[src/rtl/core/psq_pkg.sv]
package psq_pkg;

    localparam int NUM_POS = 5;

    typedef struct packed {
        logic [7:0] in_char;
        logic       end_marker;
    } item_t;

    typedef struct packed {
        logic [7:0] out_char;
        logic       bad_code;
        logic       last_of_run;
    } result_t;

    typedef logic [NUM_POS-1:0][2:0] label_set_t;

    typedef enum logic [2:0] {
        CFG_DIRECTION = 3'd0,
        CFG_LABEL_0   = 3'd1,
        CFG_LABEL_1   = 3'd2,
        CFG_LABEL_2   = 3'd3,
        CFG_LABEL_3   = 3'd4,
        CFG_LABEL_4   = 3'd5
    } cfg_index_t;

    typedef enum logic {
        DIR_ENCIPHER = 1'b0,
        DIR_DECIPHER = 1'b1
    } direction_t;

    localparam logic [7:0] CHAR_UPPER_A = 8'd65;
    localparam logic [7:0] CHAR_UPPER_Z = 8'd90;
    localparam logic [7:0] CHAR_LOWER_A = 8'd97;
    localparam logic [7:0] CHAR_LOWER_Z = 8'd122;
    localparam logic [7:0] CHAR_UPPER_I = 8'd73;
    localparam logic [7:0] CHAR_UPPER_J = 8'd74;
    localparam logic [7:0] CHAR_LOWER_I = 8'd105;
    localparam logic [7:0] CHAR_LOWER_J = 8'd106;
    localparam logic [7:0] CHAR_ZERO    = 8'd48;
    localparam logic [7:0] CHAR_NINE    = 8'd57;
    localparam logic [4:0] SKIPPED_POS  = 5'd9;

    // square row of a position 0..24
    function automatic logic [2:0] pos_row(input logic [4:0] p);
        logic [2:0] r;
        if (p >= 5'd20)
        begin
            r = 3'd4;
        end
        else if (p >= 5'd15)
        begin
            r = 3'd3;
        end
        else if (p >= 5'd10)
        begin
            r = 3'd2;
        end
        else if (p >= 5'd5)
        begin
            r = 3'd1;
        end
        else
        begin
            r = 3'd0;
        end
        return r;
    endfunction

    function automatic logic [2:0] pos_col(input logic [4:0] p, input logic [2:0] r);
        logic [4:0] c;
        c = p - {r, 2'b00} - {2'b00, r};
        return c[2:0];
    endfunction

    // lowest position carrying digit d; msb is the found flag
    function automatic logic [3:0] find_pos(input logic [3:0] d, input label_set_t lab);
        logic [3:0] res;
        res = '0;
        if (d >= 4'd1 && d <= 4'd5)
        begin
            for (int k = NUM_POS - 1; k >= 0; k--)
            begin
                if (lab[k] == d[2:0])
                begin
                    res = {1'b1, 3'(k)};
                end
            end
        end
        return res;
    endfunction

endpackage

[src/rtl/core/polybius_square_codec.sv]
// Polybius square codec, 5x5 square without J, one ASCII byte per transaction.
// item channel: item_valid / item_stall with an item_t payload (in_char, end_marker).
// result channel: result_valid / result_stall with a result_t payload.
// configuration: cfg_valid / cfg_ready write port, cfg_index 0 is the direction,
// 1..5 are the row and column labels; cfg_ready is always high and the user
// must make writes only while the block is idle, which the block does not enforce.
// an accepted item is held in the input register, then all of its work is
// done in one pass into a two-entry result register, from which its first result
// is offered; the move waits while that register cannot take the item's results.
// items giving zero or one result are taken every cycle while the receiver does
// not stall; an enciphered letter gives two results, so letters are limited by the
// single result output: the next item moves on only as the second result is taken.
// while the receiver stalls, results hold and the input register fills, after
// which item_stall rises.
// reset clears the direction to encipher, the labels to 1..5, the held digit and
// all valid state.
module polybius_square_codec
    import psq_pkg::*;
(
    input  logic       clk,
    input  logic       rst_n,
    input  logic       item_valid,
    output logic       item_stall,
    input  item_t      item,
    output logic       result_valid,
    input  logic       result_stall,
    output result_t    result,
    input  logic       cfg_valid,
    output logic       cfg_ready,
    input  logic [2:0] cfg_index,
    input  logic [2:0] cfg_data
);

    logic        inp_valid_reg;
    item_t       inp_reg;
    result_t     res0_reg;
    result_t     res1_reg;
    logic [1:0]  res_cnt_reg;
    logic [1:0]  res_cnt_next;
    result_t     res0_next;
    result_t     res1_next;
    direction_t  direction_reg;
    label_set_t  label_reg;
    logic        digit_pending_reg;
    logic [3:0]  held_digit_reg;

    logic        pop;
    logic        move;
    logic        item_take;
    logic [1:0]  n_res;
    result_t     r0;
    result_t     r1;
    logic        pend_next;
    logic [3:0]  held_next;

    logic [7:0]  ch;
    logic        is_upper;
    logic        is_lower;
    logic        is_digit;
    logic [4:0]  idx;
    logic [4:0]  sq_pos;
    logic [2:0]  row;
    logic [2:0]  col;
    logic [3:0]  find_r;
    logic [3:0]  find_c;
    logic [4:0]  pair_pos;
    logic [7:0]  letter;

    assign cfg_ready    = 1'b1;
    assign result_valid = (res_cnt_reg != 2'd0);
    assign result       = res0_reg;
    assign pop          = result_valid && !result_stall;
    assign move         = inp_valid_reg && ((res_cnt_reg == 2'd0) ||
                          (res_cnt_reg == 2'd1 && pop));
    assign item_stall   = inp_valid_reg && !move;
    assign item_take    = item_valid && !item_stall;

    // decode
    always_comb
    begin
        ch = inp_reg.in_char;
        if (ch == CHAR_UPPER_J)
        begin
            ch = CHAR_UPPER_I;
        end
        else if (ch == CHAR_LOWER_J)
        begin
            ch = CHAR_LOWER_I;
        end
        is_upper = (ch >= CHAR_UPPER_A) && (ch <= CHAR_UPPER_Z);
        is_lower = (ch >= CHAR_LOWER_A) && (ch <= CHAR_LOWER_Z);
        is_digit = (ch >= CHAR_ZERO) && (ch <= CHAR_NINE);
        idx      = is_upper ? 5'(ch - CHAR_UPPER_A) : 5'(ch - CHAR_LOWER_A);
        sq_pos   = (idx > SKIPPED_POS) ? idx - 5'd1 : idx;
        row      = pos_row(sq_pos);
        col      = pos_col(sq_pos, row);
        find_r   = find_pos(held_digit_reg, label_reg);
        find_c   = find_pos(ch[3:0], label_reg);
        pair_pos = {find_r[2:0], 2'b00} + {2'b00, find_r[2:0]} + {2'b00, find_c[2:0]};
        letter   = CHAR_UPPER_A + {3'b000, pair_pos}
                   + {7'd0, (pair_pos >= SKIPPED_POS)};
    end

    // one pass over the held item
    always_comb
    begin
        n_res     = 2'd0;
        r0        = '0;
        r1        = '0;
        pend_next = digit_pending_reg;
        held_next = held_digit_reg;
        if (inp_reg.end_marker)
        begin
            pend_next = 1'b0;
            held_next = '0;
            if (digit_pending_reg)
            begin
                n_res = 2'd1;
                r0    = '{out_char: 8'd0, bad_code: 1'b1, last_of_run: 1'b1};
            end
        end
        else if (direction_reg == DIR_ENCIPHER)
        begin
            if (is_upper || is_lower)
            begin
                n_res = 2'd2;
                r0    = '{out_char: CHAR_ZERO + {5'd0, label_reg[row]},
                          bad_code: 1'b0, last_of_run: 1'b0};
                r1    = '{out_char: CHAR_ZERO + {5'd0, label_reg[col]},
                          bad_code: 1'b0, last_of_run: 1'b1};
            end
            else
            begin
                n_res = 2'd1;
                r0    = '{out_char: ch, bad_code: 1'b0, last_of_run: 1'b1};
            end
        end
        else if (!digit_pending_reg)
        begin
            if (is_digit)
            begin
                pend_next = 1'b1;
                held_next = ch[3:0];
            end
            else
            begin
                n_res = 2'd1;
                r0    = '{out_char: ch, bad_code: 1'b0, last_of_run: 1'b1};
            end
        end
        else
        begin
            pend_next = 1'b0;
            held_next = '0;
            n_res     = 2'd1;
            if (is_digit && find_r[3] && find_c[3])
            begin
                r0 = '{out_char: letter, bad_code: 1'b0, last_of_run: 1'b1};
            end
            else
            begin
                r0 = '{out_char: 8'd0, bad_code: 1'b1, last_of_run: 1'b1};
            end
        end
    end

    // result buffer
    always_comb
    begin
        res_cnt_next = res_cnt_reg;
        res0_next    = res0_reg;
        res1_next    = res1_reg;
        if (move)
        begin
            res_cnt_next = n_res;
            res0_next    = r0;
            res1_next    = r1;
        end
        else if (pop)
        begin
            res_cnt_next = res_cnt_reg - 2'd1;
            res0_next    = res1_reg;
        end
    end

    always_ff @(posedge clk or negedge rst_n)
    begin
        if (!rst_n)
        begin
            inp_valid_reg     <= 1'b0;
            res_cnt_reg       <= 2'd0;
            direction_reg     <= DIR_ENCIPHER;
            digit_pending_reg <= 1'b0;
            held_digit_reg    <= '0;
            for (int k = 0; k < NUM_POS; k++)
            begin
                label_reg[k] <= 3'(k + 1);
            end
        end
        else
        begin
            res_cnt_reg <= res_cnt_next;
            if (item_take)
            begin
                inp_valid_reg <= 1'b1;
            end
            else if (move)
            begin
                inp_valid_reg <= 1'b0;
            end
            if (move)
            begin
                digit_pending_reg <= pend_next;
                held_digit_reg    <= held_next;
            end
            if (cfg_valid && cfg_ready)
            begin
                unique case (cfg_index)
                    CFG_DIRECTION:
                    begin
                        direction_reg     <= direction_t'(cfg_data[0]);
                        digit_pending_reg <= 1'b0;
                        held_digit_reg    <= '0;
                    end
                    CFG_LABEL_0: label_reg[0] <= cfg_data;
                    CFG_LABEL_1: label_reg[1] <= cfg_data;
                    CFG_LABEL_2: label_reg[2] <= cfg_data;
                    CFG_LABEL_3: label_reg[3] <= cfg_data;
                    CFG_LABEL_4: label_reg[4] <= cfg_data;
                    default:
                    begin
                    end
                endcase
            end
        end
    end

    // payload registers
    always_ff @(posedge clk)
    begin
        if (item_take)
        begin
            inp_reg <= item;
        end
        res0_reg <= res0_next;
        res1_reg <= res1_next;
    end

`ifndef SYNTHESIS
    a_cnt_range: assert property (@(posedge clk) disable iff (!rst_n)
        res_cnt_reg != 2'd3)
        else $error("result count out of range");

    a_pair_order: assert property (@(posedge clk) disable iff (!rst_n)
        move && n_res == 2'd2 |=> !res0_reg.last_of_run && res1_reg.last_of_run)
        else $error("digit pair loaded with wrong last marks");

    a_bad_zero: assert property (@(posedge clk) disable iff (!rst_n)
        result_valid && result.bad_code |-> result.out_char == 8'd0)
        else $error("bad result carries a character");

    a_no_pending_enc: assert property (@(posedge clk) disable iff (!rst_n)
        direction_reg == DIR_ENCIPHER |-> !digit_pending_reg)
        else $error("digit held while enciphering");

    a_stall_full: assert property (@(posedge clk) disable iff (!rst_n)
        item_stall |-> inp_valid_reg && result_valid)
        else $error("stall without a held transaction");
`endif

endmodule

[config.mk]
export PLATFORM = sky130hd
export DESIGN_NAME = polybius_square_codec
export DESIGN_NICKNAME = d
export VERILOG_FILES = /design/src/rtl/core/psq_pkg.sv /design/src/rtl/core/polybius_square_codec.sv
export SDC_FILE = /design/constraint.sdc
export NUM_CORES = 1
export LEC_CHECK = 0
export ABC_AREA = 1
export ABC_CLOCK_PERIOD_IN_PS = 4670
export BUFFER_PORTS_ARGS = -buffer_cell sky130_fd_sc_hd__buf_2
export CAP_MARGIN = 40
export CORE_MARGIN = 4
export CORE_UTILIZATION = 45
export CTS_CLUSTER_DIAMETER = 60
export DETAILED_ROUTE_END_ITERATION = 8
export GPL_TIMING_DRIVEN = 0
export PLACE_DENSITY_LB_ADDON = 0.08
export SLEW_MARGIN = 10
export SYNTH_ARGS = -nofsm -noshare
export SYNTH_HDL_FRONTEND = slang
export SYNTH_SLANG_ARGS = --single-unit
[constraint.sdc]
create_clock -name clk -period 4.67 [get_ports clk]
set_clock_uncertainty 0.15 [all_clocks]
set_input_delay 0.7005 -clock clk [delete_from_list [all_inputs] [get_ports clk]]
set_output_delay 0.7005 -clock clk [all_outputs]
set_load 0.005 [all_outputs]
### After elaboration in Yosys (flattened, before gate mapping)

Cells that the tools add are included.

| cells by class | value |
|---|---|
| add/sub/neg operators | 12 |
| order comparisons | 18 |
| equal/unequal tests | 18 |
| mux-type cells | 58 |
| bitwise gates (word level) | 1 |
| reduce and logical (&&, ||, !) cells | 30 |

Operator list:

| operator | number |
|---|---|
| $mux W10 | 8 |
| $mux W4 | 19 |
| $eq A3 B3 Y1 | 10 |
| $bmux W3 S3 | 2 |
| $mux W2 | 9 |
| $eq A8 B7 Y1 const B | 2 |
| $ge A8 B7 Y1 const B | 2 |
| $le A8 B7 Y1 const B | 2 |
| $mux W8 | 2 |
| $ge A5 B4 Y1 const B | 3 |
| $sub A5 B1 Y5 const B | 3 |
| $add A6 B3 Y7 const A | 2 |
| $mux W1 | 13 |
| $logic_and A1 B1 Y1 | 12 |
| $reduce_and A2 Y1 | 6 |
| $add A5 B3 Y5 | 2 |
| $mux W5 | 2 |
| $mux W3 | 3 |
| $add A7 B5 Y8 const A | 1 |
| $add A8 B1 Y8 | 1 |
| $ge A4 B1 Y1 const B | 2 |
| $ge A8 B6 Y1 const B | 1 |
| $le A4 B3 Y1 const B | 2 |
| $le A8 B6 Y1 const B | 1 |
| 18 further kinds | 27 |

| word-level totals | value |
|---|---|
| register bits | 52 |
| input port bits | 20 |

### Longest topological paths before layout

| logic depth | value |
|---|---|
| word-level depth | 20 |
| depth in mapped cells | 29 |

### Worst setup path before layout

OpenSTA, ideal clock, no wires.

| path | value |
|---|---|
| path kind | reg-to-reg |
| from | register inp_reg[2] (netlist bit) |
| to | register res0_reg (netlist bit result[6]) (data pin) |
| library setup time | 0.280 ns |
| arrival time | 3.994 ns |
| required time | 4.240 ns |
| slack | 0.247 ns |
| stages on the path, launching flop included | 28 |
| buffers on the path | 1 |
| clock period less this slack | 4.423 ns |
| path through | edfxtp_1 ha_1 inv_1 nor2_4 nand2_2 nand3_4 buf_4 xor2_1 nand3_1 nand2_1 nor2_1 nand2_1 fa_1 inv_1 ha_1 a21o_1 a21oi_1 xor2_1 nor2_1 ha_1 inv_1 ha_1 nand2_1 nor2_1 xnor2_1 o21ai_0 inv_1 o22ai_1 |

RTL lines:

| item | line | source |
|---|---|---|
| start, declared | polybius_square_codec.sv:35 | `item_t inp_reg;` |
| start signal, assigned | polybius_square_codec.sv:243 | `inp_reg <= item;` |
| end signal, assigned | polybius_square_codec.sv:245 | `res0_reg <= res0_next;` |
| end, declared | polybius_square_codec.sv:36 | `result_t res0_reg;` |

==> flow_metrics.tcl <==
set metrics [dict create \
    status "finished clean" \
    syn_inst 498 \
    clock_path_buffers 2 \
    layout-drive-gt1-share_pct 24.24 \
    ys_seq_area_share_pct 34.07 \
    worst_slew_pin_slew_ns 0.5693 \
    critPathKind "reg2reg" \
    worstPathRequired_ns 4.58 \
    ys.flop_type "edfxtp_1" \
    power_density_nw_per_um2 618.1 \
    worst_ep_arrival_time_ns 4.37 \
    boundaryPins 33 \
    cts.root.buffer_cell "clkbuf_8" \
    fin_crit_sh_pct 95.46 \
    r2r_setup_slack_ns 0.21 \
    synth_edf_count 24 \
    drt-vias-per-instance 5.294 \
    cap_violations 0 \
    firstDrtPassIters 4 \
    grt_pass1_wl_mm 15.62 \
    cp-end-kind "register" \
    power_leakage_uw 0.002129 \
    internal_power_uw 1466 \
    routedWlPerCell_um 14.55 \
    slew_violations 0 \
    clock_latency_ns 0.31 \
    dp.cells 636 \
    fin_tns_setup_ns 0 \
    ir_drop_mv 0.2562 \
    rsz0062_at_grt "true" \
    critPathMaxStageDelay_ns 0.56 \
    cts_max_level 2 \
    synthToLayoutAreaGrowth_pct 17.69 \
    portBuffers 31 \
    switchingPower_uw 1373 \
    crit_fanout 8 \
    total_power_uw 2840 \
    antenna_found_initial 0 \
    syn_area_per_cell_um2 7.839 \
    swShare_pct 48.36 \
    core_area_um2 8341 \
    combPwrFrac_pct 64.8 \
    syn_area_um2 3904 \
    synth-seq-cells 48 \
    layout.nets 598 \
    final_area_um2 4594 \
    final_util_pct 55.09 \
    seqPwrFrac_pct 25.5 \
    hold_class "in2async" \
    worstReg2RegEnd "result[6]" \
    setup_viol 0 \
    grt_pass1_vias 3200 \
    grt_overflow 0 \
    synth_top_area_share_pct 18.46 \
    initial_core_util_pct 46.80 \
    timing.fmax_mhz 224.3 \
    synth_nets 536 \
    hpwl_mm 7.298 \
    drt_iter0_drc 156 \
    cts_tree "built" \
    grt_max_degree 25 \
    yosysTopAreaCell "edfxtp_1" \
    crit_slowest_cell "fa_1" \
    die_w_um 101.1 \
    antennaDiodeCount 0 \
    drtAntennaViolNets 0 \
    yosysWarnings 0 \
    synth_area_leaders "edfxtp_1 (18%), dfrtp_1 (11%), nand2_1 (9.6%), inv_1 (5.8%), xnor2_1 (5.6%)" \
    final-hold-violation-count 0 \
    period_needed_ns 4.458 \
    synth-async-reset-ratio_pct 50.00 \
    clk_pin_slew_ns 0.11 \
    nFillCells 783 \
    cts.sinks 48 \
    crit_top_cell "inv_2" \
    largest_register_ffs 15 \
    vias 3526 \
    maxSlewHeadroom_pct 61.70 \
    reg2regPathDepth 28 \
    grt_use_total_pct 19.11 \
    numCtsBuffers 5 \
    synth_cell_types 54 \
    drcViolationCount 0 \
    worstSetupStartpointType "register" \
    fp.dieArea_um2 10230 \
    gp_congestion 0.9382 \
    rows 33 \
    placed_cell_area_um2 4203 \
    p_clk_share_pct 9.8 \
    routed_wl_mm 9.691 \
    instances_no_fill 666 \
    reg2reg_from "inp_reg[2]" \
    die_y_um 101.1 \
]
==> final cells by class <==
class                           instances  area (um^2)  share of cell area [%]
Buffer                                 13        76.32                   1.661
Clock buffer                            7        86.33                   1.879
Clock inverter                          1        8.758                  0.1906
Inverter                               67        254.0                   5.528
Multi-Input combinational cell        370         2371                   51.61
Sequential cell                        48         1330                   28.95
Tap cell                              105        131.4                   2.859
Timing Repair Buffer                   55        336.6                   7.326
==> cell usage after synthesis (2+ instances only) <==
master / count
nor2_1: 37
clkbuf_1: 8
o31ai_1: 2
a21oi_1: 22
a211oi_1: 2
o21ai_1: 7
nand2_2: 9
nor2_4: 2
dfrtp_1: 17
a22oi_1: 2
nor2_2: 2
fa_1: 3
o211a_1: 2
xor2_1: 7
nor3_1: 3
edfxtp_1: 24
nand2_1: 100
inv_1: 60
ha_1: 15
buf_4: 4
o21a_1: 3
nand2_4: 7
o22ai_1: 3
nand3_4: 2
nand4_1: 4
nand3_1: 42
inv_2: 7
o21ai_0: 36
o211ai_1: 2
dfstp_2: 7
a32oi_1: 3
xnor2_1: 25
a31oi_1: 5
nand3_2: 4
==> how the worst max path moves through the flow <==
| stage | from | end | slack (ns) | cells after the start |
|---|---|---|---|---|
| 6_report | inp_reg[2] | result[6] | 0.21 | 28 |
| 5_1_grt | inp_reg[2] | result[6] | -0.09 | 24 |
| 4_1_cts | inp_reg[1] | result[6] | 0.008 | 29 |
| 3_5_place_dp | inp_reg[1] | result[6] | -0.17 | 29 |
| 3_3_place_gp | inp_reg[1] | result[6] | -0.11 | 29 |
| 2_1_floorplan | inp_reg[2] | result[6] | 0.25 | 27 |
==> kinds of logic after synthesis <==
family / after synthesis / synth area share, %
AOI/OAI and AO/OA: 98 / 14.97
xor gates and xnor gates: 35 / 9.007
buffers and inverters: 80 / 8.109
DFF: 48 / 34.07
adders and majority gates: 18 / 6.346
other: 1 / 0.09606
and+or+nand+nor: 218 / 27.40
==> timing repair <==
item / in CTS / in global routing
endpoints found under the setup margin: 4 / 7
hold buffers: 0 / 0
gates resized for setup: 2 / 34
gates cloned: 0 / 0
pin swaps: 0 / 18
setup buffers: 2 / 20
==> cell usage in the layout (no fill, tap or decap), types with 5 or more instances in the layout <==
cell,instances
ha_1,12
nand2_4,8
xor2_1,7
nor2_1,35
inv_2,10
inv_1,56
nand2_2,12
buf_4,24
clkbuf_1,9
buf_2,33
o21ai_0,33
o21ai_1,9
a31oi_1,5
edfxtp_1,24
clkbuf_8,6
nand3_1,42
dfstp_2,7
nand2_1,96
a21oi_1,20
xnor2_1,22
dfrtp_1,17
==> stage by stage <==
stage / hold slack [ns] / worst slack, ns
3_3_place_gp: 0.3534 / -0.1089
3_5_place_dp: 0.3548 / -0.1698
4_1_cts: 0.2272 / 0.007516
2_1_floorplan: 0.2549 / 0.2467
6_report: 0.2159 / 0.2119
5_1_grt: 0.2463 / -0.08534
==> worst max-delay path: cells and delay by family (launching register included) <==
family / cells / cell delay [ns]
buffers and inverters: 6 / 0.48
adder cells (fa/ha/maj): 5 / 1.36
AND/OR/NAND/NOR: 9 / 0.76
AO/OA/AOI/OAI: 6 / 0.65
XOR/XNOR: 2 / 0.32
flip-flops: 1 / 0.48
==> power groups by stage <==
stage	registers, uW	clock network (uW)	logic [uW]
CTS	725	286	1700
global route	737	305	2040
detailed placement	734	0	1680
global placement	733	0	1640
floorplan	713	0	1290
finish	723	277	1840
==> per-layer routing <==
| metal | vias to the layer above | global-route usage, % | share of wire (%) |
|---|---|---|---|
| li1 | 1788 | - | - |
| met1 | 1628 | 25.10 | 45 |
| met2 | 90 | 32.39 | 48 |
| met3 | 20 | 2.617 | 4.0 |
| met4 | 0 | 6.442 | 2.6 |
| met5 | - | 0 | 0 |
No activity file was read; power rests on OpenSTA's default activity.
